--- src/rtl/dtc_pkg.sv ---
// Shared types and constants of the decision tree classifier.
`timescale 1ns / 1ps

package dtc_pkg;

   // Fixed widths of the request and response words.
   localparam int NODE_IDX_BITS = 8;
   localparam int FEAT_IDX_BITS = 6;
   localparam int LABEL_BITS    = 8;
   localparam int FIELD_BITS    = 32;

   // Request opcodes.
   localparam logic [1:0] OP_WRITE_NODE    = 2'd0;
   localparam logic [1:0] OP_WRITE_FEATURE = 2'd1;
   localparam logic [1:0] OP_CLASSIFY      = 2'd2;

   // Everything of a node entry except its threshold.
   typedef struct packed {
      logic                     is_leaf;
      logic [FEAT_IDX_BITS-1:0] feature;
      logic [NODE_IDX_BITS-1:0] left;
      logic [NODE_IDX_BITS-1:0] right;
      logic [LABEL_BITS-1:0]    label;
   } node_link_type;

   localparam int LINK_BITS = $bits(node_link_type);

   // Outcome of one split decision.
   typedef struct packed {
      logic [NODE_IDX_BITS-1:0] next_node;
      logic                     child_ok;
   } step_result_type;

endpackage

--- src/rtl/dtc_step_unit.sv ---
// Shared split unit: signed compare of feature against threshold and child choice.
`timescale 1ns / 1ps

module dtc_step_unit #(
   parameter int NODES      = 256,
   parameter int FEATURES   = 64,
   parameter int VALUE_BITS = 32
) (
   input  dtc_pkg::node_link_type       link,
   input  logic signed [VALUE_BITS-1:0] threshold,
   input  logic signed [VALUE_BITS-1:0] feature_value,
   output dtc_pkg::step_result_type     result
);
   import dtc_pkg::*;

   logic                         feat_ok;
   logic signed [VALUE_BITS-1:0] operand;
   logic                         go_left;
   logic [NODE_IDX_BITS-1:0]     child;

   always_comb begin
      // A feature index past the store reads as zero.
      feat_ok          = 32'(link.feature) < FEATURES;
      operand          = feat_ok ? feature_value : '0;
      go_left          = operand < threshold;
      child            = go_left ? link.left : link.right;
      result.next_node = child;
      result.child_ok  = 32'(child) < NODES;
   end

endmodule

--- config.mk ---
export PLATFORM = sky130hd
export DESIGN_NAME = dtc_step_unit
export DESIGN_NICKNAME = d
export VERILOG_FILES = /design/src/rtl/dtc_pkg.sv /design/src/rtl/dtc_step_unit.sv
export SDC_FILE = /design/constraint.sdc
export NUM_CORES = 1
export LEC_CHECK = 0
export BUFFER_PORTS_ARGS = -buffer_cell sky130_fd_sc_hd__buf_4
export CAP_MARGIN = 20
export CORE_MARGIN = 10
export CORE_UTILIZATION = 32
export DETAILED_ROUTE_END_ITERATION = 10
export PLACE_DENSITY_LB_ADDON = 0.08
export SYNTH_ARGS = -nofsm -noshare
export SYNTH_HDL_FRONTEND = slang
export SYNTH_SLANG_ARGS = --single-unit
--- constraint.sdc ---
create_clock -name vclk -period 3.1
set_input_delay 0.62 -clock vclk [all_inputs]
set_output_delay 0.62 -clock vclk [all_outputs]
set_load 0.01 [all_outputs]
Word level (Yosys, flattened, before mapping). Cells that the tools add are included.

Magnitude comparators: 1. Multiplexer cells: 1.

Operators with widths (number): < comparator 32 bit (1); two-way mux 8 bit (1).

Register bits after elaboration: 0. Input port bits: 95. Output and inout port bits: 9. Logic and storage cells: 2.

Longest topological paths before layout.
Word-level depth: 2. Mapped depth: 8. Mapped depth without buffers: 8.

Least setup slack after synthesis. OpenSTA, ideal clock, no wires.

Kind: input port to output port. From: in threshold[31]. To: out result[1] (netlist name). Arrival: 2442 ps. Required time: 2480 ps. Setup slack: 38 ps. Stages: 8. Buffers on the path: 0. Cells stage by stage: inv_1 ha_1 nand4_1 nor4_2 a21oi_1 nand3_1 o32ai_4 mux2_2.

RTL lines: start, declared (RTL line dtc_step_unit.sv:10) `input logic signed [VALUE_BITS-1:0] threshold,`; end, declared (RTL line dtc_step_unit.sv:12) `output dtc_pkg::step_result_type result`.

==> results by group <==
Final layout
  – Area of the multi-input gates: approximately 840 um^2
  – Register Area: 0 um^2
  – Commonest non-fill, non-tap cell in the layout: buf_4
  – Diodes inserted: 0
  – Layout Nets: 346
  – Filler cells: 251
  – Non-Filler Instances: 249
  – Syn-to-layout area delta: 93.96%
  – Share of cells above drive strength 1: around half
  – Clock Buffer Count: 0
  – Seq_cells: 0
  – Highest-count cells in the layout ignoring fill and taps: buf_4, inv_1, ha_1

STA
  – Max-slew violation count: 0
  – Final Hold Viols: 0
  – Final setup vio count: 8
  – Unrepaired setup endpoints after global routing: true
  – Peak Freq: 0.3039 GHz
  – Setup tns final: -1.448 ns
  – Final min period: ~3.3 ns
  – Worst setup margin: -0.1900 ns
  – Tcrit/Tclk final: 106.1%

Routing
  – Drt pass-1 iters: 2
  – Routed vias: 1,173
  – DRC Markers: 0
  – DRT antenna net count: 0
  – Vias per cell: 4.711
  – DR iter-0 viols: 32
  – Avg WL per Cell: between 10 and 15 um
  – Final WL: approximately 3.3 mm

Worst setup path
  – Crit Path Class: in -> out
  – CP required: 2.48 ns
  – Worst EP arrival: 2.67 ns
  – Critical Path Source Type: primary input
  – Endpoint class of the critical path: output port
  – Critical path peak fanout: 8

Yosys
  – Mapped cell area: 910.9 um^2
  – Distinct cell type count after synthesis: 22
  – Synth Instances: 122
  – Synthesized net count: between 200 and 250
  – Ys Warns: 0
  – Synth Area per Inst: 7.466 um^2
  – Sequential cell area fraction in the yosys report: 0%

Power
  – Seq pwr share: 0%
  – Comb power frac: 100.0%
  – Clk pwr share: 0%
  – Sw frac: 36.81%
  – Peak VDD IR: 0.1307 mV
  – Post-layout total power: approximately 250 uW
  – Internal: 158.6 uW
  – Switch Pwr: slightly above 90 uW
  – PwrDens: between 100 and 150 nW/um^2
  – Leak: around 0.0010 uW

CTS
  – # hold bufs at CTS: 0

Placement
  – Routability Congestion: 0.7260
  – Post-DP HPWL: 3.029 mm
  – Port bufs: 88
  – DP Cell Count: 245

Floorplan
  – Die W: 73.35 um
  – Core Footprint: roughly 2700 um^2
  – Starting Density: around 33%
  – Die Ht: 73.35 um
  – Die area: 5380 um^2
  – Number of cell rows: 19
  – Boundary Pins: 104

GRT
  – Total GRT Usage: 10.36%
  – Global-route wire length before repair: 4.823 mm
  – Global route total overflow: 0
  – Number of global-route vias before repair: 1,216
  – Largest net degree at the start of global routing: 9
  – Initial antenna violation count: 0

Min path
  – HP Class: in -> out

Status
  – Failing checks: negative setup slack
  – Outcome: complete, but fails checks

Job
  – Max Cap Viol: 0
## stage by stage
stage	instance area (um^2)	hold slack [ns]	setup WS, ns	utilization, %
6_report	1767	1.548	-0.1900	64.62
3_3_place_gp	1640	1.549	-0.1700	60.00
2_1_floorplan	910.9	1.391	0.03784	-
3_5_place_dp	1640	1.552	-0.2130	60.00
4_1_cts	1717	1.550	-0.1650	62.79
5_1_grt	1767	1.555	-0.3021	64.62
## worst paths after layout
path,endpoint,depth (start not counted),start,slack (ns)
setup / recovery,result[2],11,feature_value[26],-0.19
hold / removal,result[5],3,link[12],1.55
## power by group through the flow
| stage | clock network (uW) | registers (uW) | logic [uW] |
|---|---|---|---|
| after detailed placement | 0 | 0 | 225 |
| after global routing | 0 | 0 | 276 |
| after CTS | 0 | 0 | 245 |
| final | 0 | 0 | 251 |
| after global placement | 0 | 0 | 216 |
| after floorplan | 0 | 0 | 104 |
## what timing repair did
action                                  in CTS  in global routing
endpoints found under the setup margin       8                  8
pin swaps                                    6                  8
gates resized for setup                      9                  5
setup buffers                                3                  2
## Yosys cell counts
| library cell | number | share of area [%] |
|---|---|---|
| a2bb2oi_1 | 1 | 0.96 |
| nor4_2 | 1 | 1.4 |
| nand2b_1 | 1 | 0.69 |
| o21a_1 | 1 | 0.82 |
| and4_1 | 1 | 0.96 |
| nor2_1 | 3 | 1.2 |
| a21o_1 | 1 | 0.82 |
| buf_4 | 1 | 0.82 |
| nand3_1 | 2 | 1.1 |
| o21ai_0 | 5 | 2.7 |
| mux2_2 | 8 | 9.9 |
| nor4b_2 | 1 | 1.6 |
| inv_1 | 32 | 13 |
| o32ai_4 | 1 | 3.0 |
| conb_1 | 1 | 0.41 |
| or2b_1 | 1 | 0.82 |
| nand4_1 | 4 | 2.7 |
| nand2_1 | 9 | 3.7 |
| ha_1 | 31 | 43 |
| a221oi_1 | 1 | 0.96 |
| a2111o_1 | 1 | 1.2 |
| a21oi_1 | 15 | 8.2 |
## routing by layer
| metal | share of wire, % | track usage [%] |
|---|---|---|
| met5 | 0 | 0 |
| met4 | 0 | 0 |
| met3 | 8.3 | 3.230 |
| met2 | 60 | 22.54 |
| met1 | 32 | 9.285 |
## area by class of cell
type                       instances  area share [%]
inverter                          32           6.799
multi-input combinational         89           47.59
tap                               31           2.195
timing repair buffer              97           43.41
## critical path, stage by stage
cell     delay [ns]
buf_4          0.11
ha_1           0.28
nand4_1        0.17
nor4_4         0.34
buf_4          0.15
a21oi_1        0.07
buf_4          0.15
o32ai_4        0.13
buf_12         0.16
mux2_2         0.35
buf_6          0.12
## logic make-up (layout without fill, tap and decap cells)
logic type | after synthesis | count (layout) | synth area share [%]
buffers and inverters | 33 | 129 | 14.01
AOI/OAI and AO/OA | 26 | 26 | 18.82
adders and majority gates | 31 | 31 | 42.58
and+or+nand+nor | 23 | 23 | 14.29
other | 1 | 1 | 0.4117
muxes | 8 | 8 | 9.891
(Power assumes the default switching activity.)
