--- src/rtl/dtc_pkg.sv ---
// Shared types and constants of the decision tree classifier.
`timescale 1ns / 1ps

package dtc_pkg;

   // Fixed widths of the request and response words.
   localparam int NODE_IDX_BITS = 8;
   localparam int FEAT_IDX_BITS = 6;
   localparam int LABEL_BITS    = 8;
   localparam int FIELD_BITS    = 32;

   // Request opcodes.
   localparam logic [1:0] OP_WRITE_NODE    = 2'd0;
   localparam logic [1:0] OP_WRITE_FEATURE = 2'd1;
   localparam logic [1:0] OP_CLASSIFY      = 2'd2;

   // Everything of a node entry except its threshold.
   typedef struct packed {
      logic                     is_leaf;
      logic [FEAT_IDX_BITS-1:0] feature;
      logic [NODE_IDX_BITS-1:0] left;
      logic [NODE_IDX_BITS-1:0] right;
      logic [LABEL_BITS-1:0]    label;
   } node_link_type;

   localparam int LINK_BITS = $bits(node_link_type);

   // Outcome of one split decision.
   typedef struct packed {
      logic [NODE_IDX_BITS-1:0] next_node;
      logic                     child_ok;
   } step_result_type;

endpackage

--- src/rtl/dtc_feature_store.sv ---
// Feature store memory with one write port and one registered read port.
`timescale 1ns / 1ps

module dtc_feature_store #(
   parameter int FEATURES   = 64,
   parameter int VALUE_BITS = 32,
   parameter int FIDX_W     = 6
) (
   input  logic                         clock,
   input  logic                         wr_en,
   input  logic [FIDX_W-1:0]            wr_addr,
   input  logic signed [VALUE_BITS-1:0] wr_value,
   input  logic                         rd_en,
   input  logic [FIDX_W-1:0]            rd_addr,
   output logic signed [VALUE_BITS-1:0] rd_value
);
   import dtc_pkg::*;

   logic [VALUE_BITS-1:0] mem [FEATURES];
   logic [VALUE_BITS-1:0] rd_value_ff;

   always_ff @(posedge clock) begin
      if (wr_en) begin
         mem[wr_addr] <= wr_value;
      end
   end

   always_ff @(posedge clock) begin
      if (rd_en) begin
         rd_value_ff <= mem[rd_addr];
      end
   end

   assign rd_value = signed'(rd_value_ff);

endmodule

--- config.mk ---
export PLATFORM = sky130hd
export DESIGN_NAME = dtc_feature_store
export DESIGN_NICKNAME = d
export VERILOG_FILES = /design/src/rtl/dtc_pkg.sv /design/src/rtl/dtc_feature_store.sv
export SDC_FILE = /design/constraint.sdc
export NUM_CORES = 2
export LEC_CHECK = 0
export ABC_CLOCK_PERIOD_IN_PS = 4390
export BUFFER_PORTS_ARGS = -buffer_cell sky130_fd_sc_hd__buf_2
export CAP_MARGIN = 20
export CORE_ASPECT_RATIO = 1.2
export CORE_MARGIN = 3
export CORE_UTILIZATION = 57
export DETAILED_ROUTE_END_ITERATION = 10
export PLACE_DENSITY = 0.73
export SYNTH_ARGS = -nofsm -noshare
export SYNTH_HDL_FRONTEND = slang
export SYNTH_SLANG_ARGS = --single-unit
--- constraint.sdc ---
create_clock -name clock -period 4.39 [get_ports clock]
set_clock_uncertainty 0.1 [all_clocks]
set_input_delay 0 -clock clock [delete_from_list [all_inputs] [get_ports clock]]
set_output_delay 0 -clock clock [all_outputs]
set_load 0.02 [all_outputs]
Word-level counts from Yosys, hierarchy flattened
Memory sizes are Yosys's and may differ from the RTL's. A register that Yosys moved wholly into a read port is not among the register bits.
Cells that the tools add are included.

word-level totals
  flip-flop bits (word level) = 0
  memory bits (writable) = 2048
  bits of input ports = 47
  output and inout port bits = 32
  logic and storage cells = 3
  memories = 1

operators by class
  multiplexer cells = 2

memory list
  memory  depth  bits a word  rd ports  clocked after memory_dff  wr ports  RTL line                 source
  mem     64     32           1         1                         1         dtc_feature_store.sv:19  logic [VALUE_BITS-1:0] mem [FEATURES];

operators by type and width
  operator           number
  1-bit two-way mux  2

Longest topological paths before layout
  word-level depth = 2
  depth in mapped cells = 10
  depth with buffers taken out = 5

Worst setup path before layout
OpenSTA, ideal clock, no wires.

  path kind = in2reg
  start = input port wr_addr[3]
  end = memory mem[48][0], enable pin
  setup time = 0.461 ns
  arrival time = 2.699 ns
  required time = 3.829 ns
  slack = 1.130 ns
  cell stages on the path = 4
  path buffers = 1
  cell sequence = clkbuf_1 nor2b_1 nand4b_1 nor3_1

RTL lines
  element          RTL line                 source
  start, declared  dtc_feature_store.sv:11  input logic [FIDX_W-1:0] wr_addr,
  end, declared    dtc_feature_store.sv:19

No word-level cell before the write port.

==> impl_metrics.toml <==
[grt]
grt_max_degree = 91
grt-ovfl-total = 0
grt_pass1_vias = 38500
grt_pass1_wl_mm = 288
grt_antenna_before_repair = 9
track_usage_pct = 28.9

[route]
vias = 38000
wl_per_cell_microns = 36.5
drc = 0
ant_nets = 0
dr.pass1.iters = 6
routed_wl_mm = 204
viasPerCell = 6.81
drt-initial-drc-count = 6007

[logic_synthesis]
synth_area_leader_cell = "edfxtp_1"
synthDistinctLibCells = 33
synth_area_per_cell_sq_um = 23.7
synth_top_area_share_pct = 79.2
synth_edf_count = 2080
synth_seq_cells = 2080
yosysWarnings = 0
netlist_area_sq_um = 78800
syn_nets = 3371
synth-async-reset-ratio_pct = 0
syn_inst = 3324
yosysSeqAreaShare_pct = 79.2
synth_flop_cell = "edfxtp_1"
synth.area.top_cells = "edfxtp_1 (79%), mux4_2 (16%), mux2i_1 (1.2%), o22ai_1 (0.67%), nor2_1 (0.65%)"
synthTopCellsByCount = "edfxtp_1 (2080), mux4_2 (544), nor2_1 (137)"
yosysMostFrequentCell = "edfxtp_1"

[layout]
layoutNonFillerInstCount = 5580
multiInputGateArea_sq_um = 16000
syn2layout_area_growth_pct = 13.1
final-seq-area_sq_um = 62500
nFillCells = 8279
final_nets = 3669
design_area_sq_um = 89200
drive_above_1_share_pct = 29.6

[timing]
setup_viol = 0
finalWorstSetupSlack_ns = 1.52
period_minus_slack_ns = 2.87
worst_slew_margin_rel_pct = 25.9
max_freq_mhz = 348
final.setup.tns_ns = 0
drv_slew = 0
rsz0062_at_grt = "no"
post-route-period-util_pct = 65.5
worstMarginPinSlew_ns = 1.11
finalHoldViolations = 0

[critical_path]
ff2ff_path_depth = 4
crit_slowest_cell = "a21oi_1"
worstPathCellList = "buf_8 -> buf_12 -> buf_12 -> buf_4 -> or3b_1 -> o221ai_1 -> a21oi_1 -> a21oi_1 -> nor2_1"
slowest_delay_ns = 0.79
critPathKind = "in -> reg"
endpoint_kind = "register"
regToRegSetupSlack_ns = 1.78
startpoint = "rd_addr[0]"
r2r-end = "rd_value[11]"
crit_fanout = 38
timing.rr.start = "mem[31][11]"
crit_path_start_kind = "input pin"
cp.arrival_ns = 3.29
required_ns = 4.81

[clock_network]
post_cts_buffers = 0
clkTransAtPathRegs_ns = 0.06
clockRootBuffer = "clkbuf_16"
htreeDepth = 4
cts_sinks = 2080
clk_latency_ns = 0.82
cts.path.max_buffers = 3
numCtsBuffers = 182
cts_tree = "yes"

[floorplan]
num_io_pins = 79
num_rows = 148
fp.dieH_microns = 413
die_x_microns = 345
fp.coreArea_sq_um = 136000
die-area_sq_um = 143000
start_util_pct = 57.8

[place]
dp_slack_ns = 0.779
gp_congestion = 0.806
io_buffers = 78
dp_cells = 5176
dpl-instance-area_sq_um = 82500
dpl.hpwl_mm = 113

[power]
leakagePower_nw = 27.8
powerDensity_nw_per_um2 = 448
ir_worst_vdd_uv = 332
p_total_mw = 39.9

[hold_path]
holdPathStages = 2
hold_end = "mem[16][9]"
hp-start = "wr_value[9]"
hold_class = "in -> reg"

[run_status]
status = "finished, final reports clean"

[flow_run]
drv_cap = 0
[worst max-delay path, delay by kind of cell]
family | cells | cell delay (ns)
buffers and inverters | 4 | 1.36
AO/OA/AOI/OAI | 3 | 1.25
AND/OR/NAND/NOR | 2 | 0.56
[layout by cell type, fill, tap and decap left out, drive strengths merged, types with 12 or more instances in the layout]
| cell type | synthesis | routed |
|---|---|---|
| a21oi | 62 | 62 |
| a22oi | 12 | 12 |
| buf | 108 | 255 |
| bufinv | 0 | 13 |
| clkbuf | 74 | 236 |
| clkinv | 0 | 75 |
| dlygate4sd3 | 0 | 41 |
| edfxtp | 2080 | 2080 |
| mux2i | 93 | 93 |
| mux4 | 544 | 544 |
| nand2 | 26 | 26 |
| nor2 | 137 | 137 |
| nor2b | 15 | 15 |
| o221ai | 27 | 27 |
| o22ai | 84 | 84 |
[cell families after synthesis]
kind of cell    Yosys count  share of synthesized area [%]
simple gates            223                           1.26
compound gates          202                           1.67
buf+inv                 182                           1.12
mux                     637                           16.7
flops                  2080                           79.2
[metrics by stage]
| stage | hold WS, ns | utilization [%] |
|---|---|---|
| after floorplan | -0.00113 | - |
| after global placement | 0.367 | 60.4 |
| after detailed placement | 0.354 | 60.5 |
| after CTS | 0.0244 | 65.0 |
| after global routing | 0.0308 | 65.3 |
| final | 0.0377 | 65.3 |
[metal layers]
metal	share of wire, %	vias up	routed length [microns]	track usage [%]
met1	35	20100	71200	39.6
met5	0.011	-	22	0
met3	13	377	25900	7.80
met2	48	2687	98300	45.4
met4	4.0	4	8180	11.0
li1	-	14900	-	-
[report_power, final]
part	internal [mW]	leakage [nW]	switching, mW
logic	0.803	6.26	1.38
registers	22.0	18.7	0.0893
clock network	8.66	2.81	6.97
total	31.5	27.8	8.44
[sequential cells by signal (all words and copies together) (netlist names)]
signal and cells:
mem 2048, rd_value 32
[layout make-up]
type	instances	share of cell area, %
repair buffers	296	3.02
flip-flops and latches	2080	70.1
diodes	7	0.0196
multi-input cells	1062	17.9
clock inverters	99	0.967
clock buffers	236	5.50
well taps	1800	2.53
[worst max-delay path by stage]
stage                     cells after the start            to
after detailed placement                      9   rd_value[3]
after global placement                        9   rd_value[3]
after global routing                          9   rd_value[3]
after floorplan                               4    mem[48][0]
final                                         9   rd_value[3]
after CTS                                     8  rd_value[29]
[repair_timing]
action | in CTS | in global routing
hold endpoints to repair | 2226 | 0
hold buffers | 41 | 0
gates resized for setup | 0 | 0
No activity file was read; power rests on OpenSTA's default activity.
